**config.mk**
```make
export PLATFORM = sky130hd
export DESIGN_NAME = damped_vector_spring_top
export DESIGN_NICKNAME = d
export VERILOG_FILES = /design/src/design/dvs_pkg.sv /design/src/design/dvs_mul.sv /design/src/design/dvs_div.sv /design/src/design/dvs_sqrt.sv /design/src/design/damped_vector_spring_top.sv
export SDC_FILE = /design/constraint.sdc
export NUM_CORES = 2
export LEC_CHECK = 0
export BUFFER_PORTS_ARGS = -buffer_cell sky130_fd_sc_hd__buf_2
export CORE_MARGIN = 4
export CORE_UTILIZATION = 51
export CTS_CLUSTER_DIAMETER = 40
export DETAILED_ROUTE_END_ITERATION = 16
export PLACE_DENSITY_LB_ADDON = 0.05
export SKIP_LAST_GASP = 1
export SLEW_MARGIN = 20
export SYNTH_ARGS = -nofsm -noshare
export SYNTH_HDL_FRONTEND = slang
export SYNTH_SLANG_ARGS = --single-unit
```
**constraint.sdc**
```tcl
create_clock -name clk -period 17.3 [get_ports clk]
set_input_delay 0 -clock clk [delete_from_list [all_inputs] [get_ports clk]]
set_output_delay 0 -clock clk [all_outputs]
set_load 0.01 [all_outputs]
```
**src/design/dvs_pkg.sv**
```systemverilog
// Shared types and constants of the damped vector spring.
package dvs_pkg;

	localparam int unsigned ONE_Q16 = 65536;

	// frame_time thresholds: ft*N > 1.0 is the same as ft > floor(1.0/N)
	localparam logic [15:0] FT_SKIP = 16'(ONE_Q16 / 3);
	localparam logic [15:0] FT_30   = 16'(ONE_Q16 / 30);
	localparam logic [15:0] FT_15   = 16'(ONE_Q16 / 15);
	localparam logic [15:0] FT_10   = 16'(ONE_Q16 / 10);

	// shared datapath widths
	localparam int MUL_W  = 26;
	localparam int PROD_W = 2 * MUL_W;
	localparam int DIV_NW = 41;
	localparam int DIV_DW = 26;
	localparam int SQ_W   = 50;
	localparam int RT_W   = SQ_W / 2;

	// |v| > 0.0001 expressed on the Q.32 sum of squares
	localparam logic [SQ_W-1:0] MOVE_SQ_THRESH = SQ_W'(42);

	localparam logic signed [23:0] MAX24 = 24'sh7FFFFF;
	localparam logic signed [23:0] MIN24 = -24'sh800000;

	localparam logic [1:0] OP_UPDATE  = 2'd0;
	localparam logic [1:0] OP_IMPULSE = 2'd1;
	localparam logic [1:0] OP_RESET   = 2'd2;
	localparam logic [1:0] OP_NOP     = 2'd3;

	localparam logic [2:0] REG_SPRING = 3'd0;
	localparam logic [2:0] REG_DAMP   = 3'd1;
	localparam logic [2:0] REG_NORM   = 3'd2;
	localparam logic [2:0] REG_LIM_LO = 3'd3;
	localparam logic [2:0] REG_LIM_HI = 3'd4;

	typedef struct packed {
		logic              start;
		logic [DIV_NW-1:0] num;
		logic [DIV_DW-1:0] den;
	} div_req_t;

	typedef struct packed {
		logic              done;
		logic [DIV_NW-1:0] quo;
	} div_rsp_t;

	typedef struct packed {
		logic            start;
		logic [SQ_W-1:0] rad;
	} sq_req_t;

	typedef struct packed {
		logic            done;
		logic [RT_W-1:0] root;
	} sq_rsp_t;

endpackage

```
**src/design/dvs_mul.sv**
```systemverilog
// Shared signed multiplier with registered product.
module dvs_mul (
	input  logic                                clk,
	input  logic signed [dvs_pkg::MUL_W-1:0]    a,
	input  logic signed [dvs_pkg::MUL_W-1:0]    b,
	output logic signed [dvs_pkg::PROD_W-1:0]   p
);

	logic signed [dvs_pkg::PROD_W-1:0] p_q;

	always_ff @(posedge clk) begin
		p_q <= a * b;
	end

	assign p = p_q;

endmodule

```
**src/design/dvs_div.sv**
```systemverilog
// Restoring unsigned divider, one quotient bit per cycle.
module dvs_div (
	input  logic                clk,
	input  logic                arst_n,
	input  dvs_pkg::div_req_t   req,
	output dvs_pkg::div_rsp_t   rsp
);

	localparam int NW = dvs_pkg::DIV_NW;
	localparam int DW = dvs_pkg::DIV_DW;
	localparam int CW = $clog2(NW);

	logic          busy_q, done_q;
	logic [CW-1:0] cnt_q;
	logic [NW-1:0] num_q;
	logic [DW-1:0] den_q;
	logic [DW-1:0] rem_q;
	logic [DW:0]   rem_sh, rem_nx;
	logic          ge;

	always_comb begin
		rem_sh = {rem_q, num_q[NW-1]};
		ge     = rem_sh >= {1'b0, den_q};
		rem_nx = ge ? (rem_sh - {1'b0, den_q}) : rem_sh;
	end

	always_ff @(posedge clk or negedge arst_n) begin
		if (!arst_n) begin
			busy_q <= 1'b0;
			done_q <= 1'b0;
			cnt_q  <= '0;
		end else begin
			done_q <= 1'b0;
			if (req.start) begin
				busy_q <= 1'b1;
				cnt_q  <= CW'(NW - 1);
			end else if (busy_q) begin
				cnt_q <= cnt_q - 1'b1;
				if (cnt_q == '0) begin
					busy_q <= 1'b0;
					done_q <= 1'b1;
				end
			end
		end
	end

	always_ff @(posedge clk) begin
		if (req.start) begin
			num_q <= req.num;
			den_q <= req.den;
			rem_q <= '0;
		end else if (busy_q) begin
			num_q <= {num_q[NW-2:0], ge};
			rem_q <= rem_nx[DW-1:0];
		end
	end

	assign rsp.done = done_q;
	assign rsp.quo  = num_q;

endmodule

```
**src/design/dvs_sqrt.sv**
```systemverilog
// Digit-by-digit integer square root, one result bit per cycle.
module dvs_sqrt (
	input  logic               clk,
	input  logic               arst_n,
	input  dvs_pkg::sq_req_t   req,
	output dvs_pkg::sq_rsp_t   rsp
);

	localparam int SW = dvs_pkg::SQ_W;
	localparam int RW = dvs_pkg::RT_W;
	localparam int CW = $clog2(RW);
	localparam int EW = RW + 2;

	logic          busy_q, done_q;
	logic [CW-1:0] cnt_q;
	logic [SW-1:0] rad_q;
	logic [RW-1:0] root_q;
	logic [EW-1:0] rem_q;
	logic [EW+1:0] rem_sh, trial, rem_nx;
	logic          ge;

	always_comb begin
		rem_sh = {rem_q, rad_q[SW-1:SW-2]};
		trial  = (EW+2)'({root_q, 2'b01});
		ge     = rem_sh >= trial;
		rem_nx = ge ? (rem_sh - trial) : rem_sh;
	end

	always_ff @(posedge clk or negedge arst_n) begin
		if (!arst_n) begin
			busy_q <= 1'b0;
			done_q <= 1'b0;
			cnt_q  <= '0;
		end else begin
			done_q <= 1'b0;
			if (req.start) begin
				busy_q <= 1'b1;
				cnt_q  <= CW'(RW - 1);
			end else if (busy_q) begin
				cnt_q <= cnt_q - 1'b1;
				if (cnt_q == '0) begin
					busy_q <= 1'b0;
					done_q <= 1'b1;
				end
			end
		end
	end

	always_ff @(posedge clk) begin
		if (req.start) begin
			rad_q  <= req.rad;
			root_q <= '0;
			rem_q  <= '0;
		end else if (busy_q) begin
			rad_q  <= {rad_q[SW-3:0], 2'b00};
			root_q <= {root_q[RW-2:0], ge};
			rem_q  <= rem_nx[EW-1:0];
		end
	end

	assign rsp.done = done_q;
	assign rsp.root = root_q;

endmodule

```
**src/design/damped_vector_spring_top.sv**
```systemverilog
// Top level of the damped vector spring: sequencer, state and beat registers.
//
// Keeps a 3-axis position and velocity in signed Q7.16 and handles one beat
// at a time. Opcode in s_tuser: update (spring toward the goal over 1 to
// MAX_SUBSTEPS substeps, more substeps as frame time grows, skipped below
// 3 fps), impulse (kick to velocity, share of it to position), reset to goal.
// The serial divider is used once per update for the substep length and
// once per axis per substep, twice with normalising on. s_tready is high
// only while the sequencer is idle; one finished result may wait in the
// output register while the next beat is taken. Configuration writes are
// always accepted and must only be issued while the block is idle.
module damped_vector_spring_top #(
	parameter int MIN_SUBSTEPS = 1,
	parameter int MAX_SUBSTEPS = 4
) (
	input  logic         clk,
	input  logic         arst_n,
	// config write channel
	input  logic         cfg_valid,
	output logic         cfg_ready,
	input  logic [2:0]   cfg_index,
	input  logic [23:0]  cfg_data,
	// input beats
	input  logic         s_tvalid,
	output logic         s_tready,
	// frame_time, goal_x, goal_y, goal_z, kick_x, kick_y, kick_z, instant_share
	input  logic [175:0] s_tdata,
	// opcode
	input  logic [1:0]   s_tuser,
	// result beats
	output logic         m_tvalid,
	input  logic         m_tready,
	// pos_x, pos_y, pos_z, moving, zero pad
	output logic [79:0]  m_tdata,
	// skipped
	output logic [0:0]   m_tuser
);

	localparam int NW = $clog2(MAX_SUBSTEPS + 1);
	localparam int MW = dvs_pkg::MUL_W;
	localparam int PW = dvs_pkg::PROD_W;

	localparam logic [4:0] ST_IDLE  = 5'd0;
	localparam logic [4:0] ST_UPD   = 5'd1;
	localparam logic [4:0] ST_HDIV  = 5'd2;
	localparam logic [4:0] ST_KMUL  = 5'd3;
	localparam logic [4:0] ST_KGET  = 5'd4;
	localparam logic [4:0] ST_DMUL  = 5'd5;
	localparam logic [4:0] ST_DGET  = 5'd6;
	localparam logic [4:0] ST_FMUL  = 5'd7;
	localparam logic [4:0] ST_FGET  = 5'd8;
	localparam logic [4:0] ST_VDIV  = 5'd9;
	localparam logic [4:0] ST_PMUL  = 5'd10;
	localparam logic [4:0] ST_PGET  = 5'd11;
	localparam logic [4:0] ST_NMUL  = 5'd12;
	localparam logic [4:0] ST_NGET  = 5'd13;
	localparam logic [4:0] ST_NSQS  = 5'd14;
	localparam logic [4:0] ST_NSQW  = 5'd15;
	localparam logic [4:0] ST_NST   = 5'd16;
	localparam logic [4:0] ST_NDIV  = 5'd17;
	localparam logic [4:0] ST_CLAMP = 5'd18;
	localparam logic [4:0] ST_MMUL  = 5'd19;
	localparam logic [4:0] ST_MGET  = 5'd20;
	localparam logic [4:0] ST_IMP   = 5'd21;
	localparam logic [4:0] ST_IMUL  = 5'd22;
	localparam logic [4:0] ST_IGET  = 5'd23;
	localparam logic [4:0] ST_RST   = 5'd24;
	localparam logic [4:0] ST_DONE  = 5'd25;

	function automatic logic signed [23:0] sat24(input logic signed [36:0] v);
		if (v > 37'(dvs_pkg::MAX24))
			return dvs_pkg::MAX24;
		else if (v < 37'(dvs_pkg::MIN24))
			return dvs_pkg::MIN24;
		else
			return v[23:0];
	endfunction

	// low limit checked first; with crossed limits any value at or above it gets the high limit
	function automatic logic signed [23:0] clamp_ax(input logic signed [24:0] v,
			input logic signed [23:0] lo, input logic signed [23:0] hi);
		if (v < 25'(lo))
			return lo;
		else if (v > 25'(hi))
			return hi;
		else
			return v[23:0];
	endfunction

	// config registers
	logic        [22:0] spring_q, damp_q;
	logic               norm_q;
	logic signed [23:0] lim_lo_q, lim_hi_q;

	// architectural state
	logic signed [24:0] pos_q [0:2];
	logic signed [23:0] vel_q [0:2];
	logic               active_q;

	// latched beat
	logic        [15:0] ft_q, share_q;
	logic signed [23:0] goal_q [0:2];
	logic signed [23:0] kick_q [0:2];

	// working registers
	logic [4:0]                   state_q;
	logic [1:0]                   ax_q;
	logic [NW-1:0]                n_q, sub_q;
	logic [15:0]                  h_q;
	logic [22:0]                  k_q;
	logic [23:0]                  d_q;
	logic                         sign_q, skip_q;
	logic [dvs_pkg::SQ_W-1:0]     acc_q;
	logic [dvs_pkg::RT_W-1:0]     m_q;

	// output register
	logic        m_tvalid_q;
	logic [79:0] m_tdata_q;
	logic        m_tuser_q;

	// shared units
	logic signed [MW-1:0] mul_a, mul_b;
	logic signed [PW-1:0] prod, rp;
	dvs_pkg::div_req_t    div_req;
	dvs_pkg::div_rsp_t    div_rsp;
	dvs_pkg::sq_req_t     sq_req;
	dvs_pkg::sq_rsp_t     sq_rsp;

	logic [NW-1:0]               n_calc;
	logic signed [35:0]          force_v;
	logic signed [23:0]          vsat;
	logic signed [24:0]          vs_e, vmag, pmag, pos_sel;
	logic signed [24:0]          vq_s, pq_s;
	logic [dvs_pkg::SQ_W-1:0]    acc_nx;
	int                          n_raw;

	dvs_mul u_mul (.clk(clk), .a(mul_a), .b(mul_b), .p(prod));
	dvs_div u_div (.clk(clk), .arst_n(arst_n), .req(div_req), .rsp(div_rsp));
	dvs_sqrt u_sqrt (.clk(clk), .arst_n(arst_n), .req(sq_req), .rsp(sq_rsp));

	// substep count from the frame rate bands
	always_comb begin
		n_raw = MIN_SUBSTEPS + int'(ft_q > dvs_pkg::FT_30) + int'(ft_q > dvs_pkg::FT_15)
			+ int'(ft_q > dvs_pkg::FT_10);
		if (n_raw > MAX_SUBSTEPS)
			n_raw = MAX_SUBSTEPS;
		if (n_raw < 1)
			n_raw = 1;
		n_calc = NW'(n_raw);
	end

	// datapath around the shared units
	always_comb begin
		pos_sel = pos_q[ax_q];
		rp      = prod + PW'(32768);
		force_v = rp[51:16];
		vsat    = sat24(37'(vel_q[ax_q]) + 37'(force_v));
		vs_e    = 25'(vsat);
		vmag    = vs_e[24] ? -vs_e : vs_e;
		pmag    = pos_sel[24] ? -pos_sel : pos_sel;
		vq_s    = sign_q ? -$signed({1'b0, div_rsp.quo[23:0]})
			: $signed({1'b0, div_rsp.quo[23:0]});
		pq_s    = pos_sel[24] ? -$signed(div_rsp.quo[24:0]) : $signed(div_rsp.quo[24:0]);
		acc_nx  = acc_q + prod[dvs_pkg::SQ_W-1:0];

		mul_a = '0;
		mul_b = '0;
		case (state_q)
			ST_KMUL: begin
				mul_a = $signed({3'b000, spring_q});
				mul_b = $signed({10'd0, h_q});
			end
			ST_DMUL: begin
				mul_a = $signed({3'b000, damp_q});
				mul_b = $signed({10'd0, h_q});
			end
			ST_FMUL: begin
				mul_a = $signed({3'b000, k_q});
				mul_b = 26'(goal_q[ax_q]) - 26'(pos_sel);
			end
			ST_PMUL: begin
				mul_a = 26'(vel_q[ax_q]);
				mul_b = $signed({10'd0, h_q});
			end
			ST_NMUL: begin
				mul_a = 26'(pos_sel);
				mul_b = 26'(pos_sel);
			end
			ST_MMUL: begin
				mul_a = 26'(vel_q[ax_q]);
				mul_b = 26'(vel_q[ax_q]);
			end
			ST_IMUL: begin
				mul_a = 26'(kick_q[ax_q]);
				mul_b = $signed({10'd0, share_q});
			end
			default: begin
				mul_a = '0;
				mul_b = '0;
			end
		endcase

		div_req = '0;
		case (state_q)
			ST_UPD: begin
				div_req.start = !(ft_q > dvs_pkg::FT_SKIP);
				div_req.num   = dvs_pkg::DIV_NW'(ft_q);
				div_req.den   = dvs_pkg::DIV_DW'(n_calc);
			end
			ST_FGET: begin
				div_req.start = 1'b1;
				div_req.num   = {1'b0, vmag[23:0], 16'd0};
				div_req.den   = {2'b00, d_q};
			end
			ST_NST: begin
				div_req.start = 1'b1;
				div_req.num   = {pmag, 16'd0};
				div_req.den   = {1'b0, m_q};
			end
			default: div_req = '0;
		endcase

		sq_req.start = (state_q == ST_NSQS);
		sq_req.rad   = acc_q;
	end

	always_ff @(posedge clk or negedge arst_n) begin
		if (!arst_n) begin
			spring_q   <= 23'd65536;
			damp_q     <= 23'd196608;
			norm_q     <= 1'b0;
			lim_lo_q   <= -24'sd65536;
			lim_hi_q   <= 24'sd65536;
			for (int i = 0; i < 3; i++) begin
				pos_q[i] <= '0;
				vel_q[i] <= '0;
			end
			active_q   <= 1'b0;
			state_q    <= ST_IDLE;
			ax_q       <= '0;
			sub_q      <= '0;
			n_q        <= '0;
			skip_q     <= 1'b0;
			m_tvalid_q <= 1'b0;
		end else begin
			if (cfg_valid) begin
				case (cfg_index)
					dvs_pkg::REG_SPRING: spring_q <= cfg_data[22:0];
					dvs_pkg::REG_DAMP:   damp_q   <= cfg_data[22:0];
					dvs_pkg::REG_NORM:   norm_q   <= cfg_data[0];
					dvs_pkg::REG_LIM_LO: lim_lo_q <= $signed(cfg_data);
					dvs_pkg::REG_LIM_HI: lim_hi_q <= $signed(cfg_data);
					default: ;
				endcase
			end

			// output slot: filled by a finished result, freed by a taken beat
			if (state_q == ST_DONE && (!m_tvalid_q || m_tready))
				m_tvalid_q <= 1'b1;
			else if (m_tready)
				m_tvalid_q <= 1'b0;

			case (state_q)
				ST_IDLE: begin
					if (s_tvalid) begin
						ft_q      <= s_tdata[15:0];
						goal_q[0] <= $signed(s_tdata[39:16]);
						goal_q[1] <= $signed(s_tdata[63:40]);
						goal_q[2] <= $signed(s_tdata[87:64]);
						kick_q[0] <= $signed(s_tdata[111:88]);
						kick_q[1] <= $signed(s_tdata[135:112]);
						kick_q[2] <= $signed(s_tdata[159:136]);
						share_q   <= s_tdata[175:160];
						skip_q    <= 1'b0;
						ax_q      <= '0;
						case (s_tuser)
							dvs_pkg::OP_UPDATE:  state_q <= ST_UPD;
							dvs_pkg::OP_IMPULSE: state_q <= ST_IMP;
							dvs_pkg::OP_RESET:   state_q <= ST_RST;
							default:             state_q <= ST_DONE;
						endcase
					end
				end
				ST_UPD: begin
					if (ft_q > dvs_pkg::FT_SKIP) begin
						skip_q  <= 1'b1;
						state_q <= ST_DONE;
					end else begin
						n_q     <= n_calc;
						state_q <= ST_HDIV;
					end
				end
				ST_HDIV: begin
					if (div_rsp.done) begin
						h_q     <= div_rsp.quo[15:0];
						state_q <= ST_KMUL;
					end
				end
				ST_KMUL: state_q <= ST_KGET;
				ST_KGET: begin
					k_q     <= rp[38:16];
					state_q <= ST_DMUL;
				end
				ST_DMUL: state_q <= ST_DGET;
				ST_DGET: begin
					d_q     <= 24'(dvs_pkg::ONE_Q16) + rp[39:16];
					sub_q   <= '0;
					ax_q    <= '0;
					state_q <= ST_FMUL;
				end
				ST_FMUL: state_q <= ST_FGET;
				ST_FGET: begin
					sign_q  <= vsat[23];
					state_q <= ST_VDIV;
				end
				ST_VDIV: begin
					if (div_rsp.done) begin
						vel_q[ax_q] <= vq_s[23:0];
						state_q     <= ST_PMUL;
					end
				end
				ST_PMUL: state_q <= ST_PGET;
				ST_PGET: begin
					pos_q[ax_q] <= pos_sel + $signed(rp[40:16]);
					if (ax_q == 2'd2) begin
						ax_q    <= '0;
						acc_q   <= '0;
						state_q <= norm_q ? ST_NMUL : ST_CLAMP;
					end else begin
						ax_q    <= ax_q + 1'b1;
						state_q <= ST_FMUL;
					end
				end
				ST_NMUL: state_q <= ST_NGET;
				ST_NGET: begin
					acc_q <= acc_nx;
					if (ax_q == 2'd2) begin
						ax_q    <= '0;
						state_q <= ST_NSQS;
					end else begin
						ax_q    <= ax_q + 1'b1;
						state_q <= ST_NMUL;
					end
				end
				ST_NSQS: state_q <= ST_NSQW;
				ST_NSQW: begin
					if (sq_rsp.done) begin
						m_q     <= sq_rsp.root;
						// zero length: position left as it is
						state_q <= (sq_rsp.root == '0) ? ST_CLAMP : ST_NST;
					end
				end
				ST_NST: state_q <= ST_NDIV;
				ST_NDIV: begin
					if (div_rsp.done) begin
						pos_q[ax_q] <= pq_s;
						if (ax_q == 2'd2) begin
							ax_q    <= '0;
							state_q <= ST_CLAMP;
						end else begin
							ax_q    <= ax_q + 1'b1;
							state_q <= ST_NST;
						end
					end
				end
				ST_CLAMP: begin
					for (int i = 0; i < 3; i++)
						pos_q[i] <= 25'(clamp_ax(pos_q[i], lim_lo_q, lim_hi_q));
					ax_q <= '0;
					if (sub_q == NW'(n_q - 1'b1)) begin
						acc_q   <= '0;
						state_q <= ST_MMUL;
					end else begin
						sub_q   <= sub_q + 1'b1;
						state_q <= ST_FMUL;
					end
				end
				ST_MMUL: state_q <= ST_MGET;
				ST_MGET: begin
					acc_q <= acc_nx;
					if (ax_q == 2'd2) begin
						active_q <= acc_nx > dvs_pkg::MOVE_SQ_THRESH;
						state_q  <= ST_DONE;
					end else begin
						ax_q    <= ax_q + 1'b1;
						state_q <= ST_MMUL;
					end
				end
				ST_IMP: begin
					for (int i = 0; i < 3; i++)
						vel_q[i] <= sat24(37'(vel_q[i]) + 37'(kick_q[i]));
					ax_q    <= '0;
					state_q <= (share_q == '0) ? ST_DONE : ST_IMUL;
				end
				ST_IMUL: state_q <= ST_IGET;
				ST_IGET: begin
					pos_q[ax_q] <= 25'(clamp_ax(pos_sel + $signed(rp[40:16]),
						lim_lo_q, lim_hi_q));
					if (ax_q == 2'd2) begin
						state_q <= ST_DONE;
					end else begin
						ax_q    <= ax_q + 1'b1;
						state_q <= ST_IMUL;
					end
				end
				ST_RST: begin
					for (int i = 0; i < 3; i++) begin
						pos_q[i] <= 25'(goal_q[i]);
						vel_q[i] <= '0;
					end
					active_q <= 1'b0;
					state_q  <= ST_DONE;
				end
				ST_DONE: begin
					// wait for the output slot to free up
					if (!m_tvalid_q || m_tready) begin
						m_tdata_q  <= {7'd0, active_q, pos_q[2][23:0], pos_q[1][23:0],
							pos_q[0][23:0]};
						m_tuser_q  <= skip_q;
						state_q    <= ST_IDLE;
					end
				end
				default: state_q <= ST_IDLE;
			endcase
		end
	end

	assign cfg_ready  = 1'b1;
	assign s_tready   = (state_q == ST_IDLE);
	assign m_tvalid   = m_tvalid_q;
	assign m_tdata    = m_tdata_q;
	assign m_tuser[0] = m_tuser_q;

	// a taken beat always starts the sequencer
	a_accept_starts: assert property (@(posedge clk) disable iff (!arst_n)
		s_tvalid && s_tready |=> state_q != ST_IDLE)
		else $error("accepted beat did not leave idle");

	// substep counter stays inside the chosen count
	a_sub_range: assert property (@(posedge clk) disable iff (!arst_n)
		state_q == ST_CLAMP |-> sub_q < n_q)
		else $error("substep counter overran");

	// divider results only arrive while the sequencer waits for one
	a_div_wait: assert property (@(posedge clk) disable iff (!arst_n)
		div_rsp.done |-> (state_q == ST_HDIV || state_q == ST_VDIV || state_q == ST_NDIV))
		else $error("divider finished outside a wait state");

endmodule
```
## After elaboration in Yosys (flattened, before gate mapping)

Memory sizes are Yosys's and may differ from the RTL's.
Index checks and enable logic that the tools add are counted.

- Memories: 2
- Word-level logic and storage cells: 304
- RAM bits: 144
- Input bits: 210
- Output and inout port bits: 84
- Register bits after elaboration: 765

Memories:

| name | depth | width | read ports | clocked after memory_dff | write ports | RTL line | RTL |
|---|---|---|---|---|---|---|---|
| goal_q | 3 | 24 | 4 | 0 | 3 | damped_vector_spring_top.sv:102 | `logic signed [23:0] goal_q [0:2];` |
| kick_q | 3 | 24 | 4 | 0 | 3 | damped_vector_spring_top.sv:103 | `logic signed [23:0] kick_q [0:2];` |

- Equality and inequality tests: 48
- Add/subtract/negate cells: 23
- Muxes and demuxes: 104
- $lt $le $gt $ge: 27
- $mul: 1
- Reductions and logical operators: 53
- Bitwise logic cells: 2

Operator list:

| operator | count |
|---|---|
| $mux W24 | 22 |
| $pmux W75 S5 | 1 |
| $bwmux W75 | 3 |
| $pmux W72 S3 | 1 |
| $pmux W68 S3 | 1 |
| $mux W50 | 4 |
| $pmux W26 S6 | 1 |
| $pmux W50 S3 | 1 |
| $pmux W26 S5 | 1 |
| $pmux W5 S26 | 1 |
| $mux W25 | 5 |
| $gt A25 B24 Y1 | 4 |
| $lt A25 B24 Y1 | 4 |
| $mux W41 | 2 |
| $add A24 B24 Y25 | 3 |
| $gt A25 B24 Y1 const B | 3 |
| $lt A25 B24 Y1 const B | 3 |
| $mux W75 | 1 |
| $bwmux W72 | 1 |
| $mux W72 | 1 |
| $mux W5 | 12 |
| $add A52 B17 Y52 const B | 1 |
| $mul A26 B26 Y52 | 1 |
| $add A50 B50 Y50 | 1 |
| other kinds (77) | 180 |

## Depth between registers and ports, before layout

- Depth in word-level cells: 12
- Depth in mapped cells: 50
- Mapped depth without buffers: 44

## Modules after synthesis

From an unflattened synthesis, not the netlist that was laid out.

- Cells, all modules: 9,107
- Area total of the unflattened synthesis: 85,796.0 um^2

Modules (own cells, without submodules):

| module | times used | cells each | sequential area each (um^2) | area an instance (um^2) |
|---|---|---|---|---|
| damped_vector_spring_top | 1 | 5,241 | 18,152.4 | 48,397.7 |
| dvs_mul | 1 | 2,788 | 1,041.0 | 25,823.5 |
| dvs_sqrt | 1 | 585 | 2,717.6 | 6,009.5 |
| dvs_div | 1 | 493 | 2,732.6 | 5,565.3 |

## Least setup slack after synthesis

Ideal clock, no wire load.

- Kind: register to register
- From: register ax_q[0]
- To: register u_mul.p_q (netlist bit u_mul.p[50])
- Period minus slack after synthesis: 12,406 ps
- Setup slack: 4,894 ps
- Data required time: 17,182 ps
- Buffers on the path: 7
- Arrival: 12,288 ps
- Cell stages (with the launch flop): 45
- Library setup time: 118 ps
- Path through: dfrtp_1 > clkbuf_1 > clkbuf_1 > buf_2 > buf_2 > buf_2 > buf_1 > clkbuf_1 > mux2i_1 > o21ai_0 > ha_1 > nor2b_1 > o21ai_0 > a21boi_0 > o221ai_1 > o21ai_0 > a221oi_1 > o21ai_0 > [... 9 more ...] > fa_1 > fa_1 > fa_1 > fa_1 > inv_1 > fa_1 > inv_1 > ha_1 > nand3_1 > or2_2 > o21bai_1 > o211a_1 > o31ai_1 > o41a_1 > a21oi_1 > a21o_1 > a21oi_1 > xnor2_1

- Word-level cells in the longest chain between the ends: 7
- Elaborated cells on any way between the ends: 13
- Classes of those cells: add/sub (1); mul (1); mux (8); bitwise (1); memory (2)

Ends and longest elaborated chain:

| element | RTL line | RTL |
|---|---|---|
| from (decl) | damped_vector_spring_top.sv:107 | `logic [1:0] ax_q;` |
| from (signal assigned) | damped_vector_spring_top.sv:330 | `ax_q <= ax_q + 1'b1;` |
| from (signal assigned) | damped_vector_spring_top.sv:341 | `ax_q <= ax_q + 1'b1;` |
| from (signal assigned) | damped_vector_spring_top.sv:361 | `ax_q <= ax_q + 1'b1;` |
| $not A2 Y3 (not written as such) | - |  |
| $bmux W25 S2 | damped_vector_spring_top.sv:154 | `pos_sel = pos_q[ax_q];` |
| $mux W25 (not written as such) (2 in series) | damped_vector_spring_top.sv:154 |  |
| $sub A24 B25 Y26 | damped_vector_spring_top.sv:179 | `mul_b = 26'(goal_q[ax_q]) - 26'(pos_sel);` |
| $pmux W26 S5 | damped_vector_spring_top.sv:168 | `case (state_q)` |
| $mul A26 B26 Y52 (*) | dvs_mul.sv:12 | `p_q <= a * b;` |
| to (signal assigned) | dvs_mul.sv:12 |  |
| to (decl) | dvs_mul.sv:9 | `logic signed [dvs_pkg::PROD_W-1:0] p_q;` |

Every way passes the cells marked *; elsewhere a longest branch is shown, timed or not. The select of a mux whose other input is x is not followed.
A chain may end at the register's enable or synchronous reset.

## Worst setup path after layout

- From: register ax_q[0]
- To: register u_mul.p_q (netlist bit u_mul.p[44])

The elaborated chain is that of the path after synthesis.

==> metrics.txt <==
Worst EP arrival=13.77 ns; Starting Density=51.6%; Pwr per Cell Area=65.2 nW/um^2; Syn-to-layout area delta=18.1%; LEAKAGE=0.0454 uW; hold path depth=3; Max stage delay cell, worst path=dfrtp_4; CTS buffer count=168; Power, Total=6490 uW; setup-violating endpoint count in the final report=0; Fin. Hold Viols=0; vias per cell=6.27; Root Driver=clkbuf_16; most common cell after layout, fill and taps aside=nand2_1; clk_lat worst skew=0.83 ns; Synth Flop Type=edfxtp_1; HP Class=input port to flip-flop; first-pass GRT wire length=509,000 microns; initial antenna violation count=29; setup TNS=0 ns; via count=77,100; CTS clk-pin slew, worst paths=0.05 ns; FP Rows=148; max_cap viols=0; Finished Core Util=60.9%; Netlist cell types=96; period utilization=75.4%; min Tclk post-route=13.05 ns; Int Power=4760 uW; Clock Skew=0.0504 ns; Crit path top cell by count=fa_1; ratio of cells with drive above 1 in the final layout=10.4%; DPL Wire Length=257,000 microns; Yosys reg bits=908; core area=164,000 sq um; final WL=347,000 microns; P_sw=1740 uW; port buffer count=285; Post-Layout Inst Area=99,600 sq um; RR Endpoint=u_mul.p[44]; syn avg cell area=9.13 sq um; RSZ-0062 raised after global routing=false; CP Class=flip-flop to flip-flop; largest net degree at the start of global routing=84; Worst VDD drop=0.000108 V; Synth Cell Area=84,300 sq um; worst r2r src=ax_q[0]; outcome=finished clean; Post-synth ARST share=30.1%; combinational share of power=9.1%; Max Buffers Root-to-Sink=3; yosys warns=0; CP startpoint=ax_q[0]; die width=415 microns; Nets=11,500; Worst Hold Launch=cfg_data[23]; R2R cell count=38; Slew headroom=9.42%; f_max=0.0767 GHz; Cell Area, Placed=89,000 sq um; max-slew violations=0; Worst Max-Slew Pin Slew=1.35 ns; CTS tree=done; switch share=26.7%; post-synthesis sequential area ratio=29.2%; First-pass DRT Iterations=10; Hold Path End=lim_lo_q[23]; Setup crit start kind=flip-flop; PostCTS Resize Cnt=0; Die H=415 microns; routed length per instance=28.2 microns; critical path required time=18.02 ns; antenna viol nets, final=0; initial DRC count=9,709; hold slack=0.107 ns; routability cong.=1.04; Post-route DRC=0; Worst path max stage delay=0.86 ns; # clock sinks=908; Flop pwr share=36.7%; crit path capture type=flip-flop; Cells after Synth=9,242; total grt overflow=0; Clock power frac=54.2%; vias in the first global route=75,900; Max FO, Critical Path=34; H-tree level count=4; Post-synth EDFFs=505; I/O pin count=294; r2r setup slk=4.25 ns; most frequent cells in the layout=nand2_1, inv_1, fa_1; die footprint=172,000 sq um; gr usage total=39.6%
cell families (layout without fill, tap and decap cells):
| family | after synthesis | in the layout | share of synthesized area [%] |
|---|---|---|---|
| AO/OA/AOI/OAI | 2233 | 2233 | 17.1 |
| AND/OR/NAND/NOR | 2719 | 2719 | 14.5 |
| XOR/XNOR | 372 | 372 | 3.86 |
| adder cells (fa/ha/maj) | 1319 | 1319 | 25.8 |
| other | 2 | 25 | 0.00890 |
| buffers and inverters | 1439 | 2287 | 6.46 |
| flip-flops | 908 | 908 | 29.2 |
| multiplexers | 250 | 250 | 3.09 |
synthesized netlist by cell type (108+ instances only):
| library cell | count | area, sq um |
|---|---|---|
| a22oi_1 | 121 | 908 |
| nor3_1 | 108 | 541 |
| nand2_1 | 1232 | 4620 |
| nor2_1 | 622 | 2330 |
| clkbuf_1 | 380 | 1430 |
| inv_1 | 1017 | 3820 |
| mux2i_1 | 166 | 1660 |
| nand3_1 | 168 | 841 |
| edfxtp_1 | 505 | 15200 |
| a21o_1 | 191 | 1430 |
| dfrtp_1 | 261 | 6530 |
| dfxtp_1 | 130 | 2600 |
| xor2_1 | 123 | 1080 |
| xnor2_1 | 249 | 2180 |
| ha_1 | 617 | 7720 |
| a21oi_1 | 575 | 2880 |
| fa_1 | 702 | 14100 |
| o21ai_0 | 555 | 2780 |
power groups by stage:
stage / Sequential, uW / Combinational (uW) / Clock, uW
3_3_place_gp: 2420 / 467 / 0
5_1_grt: 2380 / 629 / 3660
2_1_floorplan: 2400 / 292 / 0
6_report: 2380 / 590 / 3520
4_1_cts: 2380 / 565 / 3540
3_5_place_dp: 2420 / 477 / 0
worst max-delay path: cells and delay by family (launching register included):
family | cells | cell delay [ns]
flops | 1 | 0.86
xor+xnor | 1 | 0.16
buf+inv | 5 | 1.19
mux | 2 | 0.52
simple gates | 6 | 1.53
fa+ha+maj | 9 | 4.08
compound gates | 15 | 4.55
what timing repair did:
action / 4_1_cts / 5_1_grt
setup buffers: 0 / 0
hold buffers: 436 / 0
endpoints found under the hold margin: 559 / 0
per-stage QoR:
stage	instances	worst slack [ns]
2_1_floorplan	9248	4.89
3_3_place_gp	11500	4.80
3_5_place_dp	11500	4.53
4_1_cts	12300	4.44
5_1_grt	12300	3.68
6_report	12300	4.25
metal layers:
metal | vias to the layer above | routed length, microns | track usage, %
met2 | 4500 | 152000 | 60.7
met3 | 1129 | 36500 | 10.1
met4 | 26 | 27400 | 25.4
li1 | 33600 | - | -
met1 | 37900 | 130000 | 49.9
met5 | - | 187 | 0
how the worst max path moves through the flow:
stage,to,slack [ns],cells past startpoint
after floorplan,u_mul.p[50],4.89,44
after global placement,u_mul.p[42],4.80,39
after detailed placement,u_mul.p[42],4.53,39
after CTS,u_mul.p[44],4.44,38
after global routing,u_mul.p[44],3.68,38
final,u_mul.p[44],4.25,38
final cells by class:
cell class,count,area [sq um]
inverter,1019,3820
multi-input combinational,6901,54800
tap,2175,2720
fill,14000,63900
clock buffer,194,4440
antenna,17,42.5
timing repair buffer,950,7540
sequential,908,24600
clock inverter,124,1600
No activity file was read; power rests on OpenSTA's default activity.
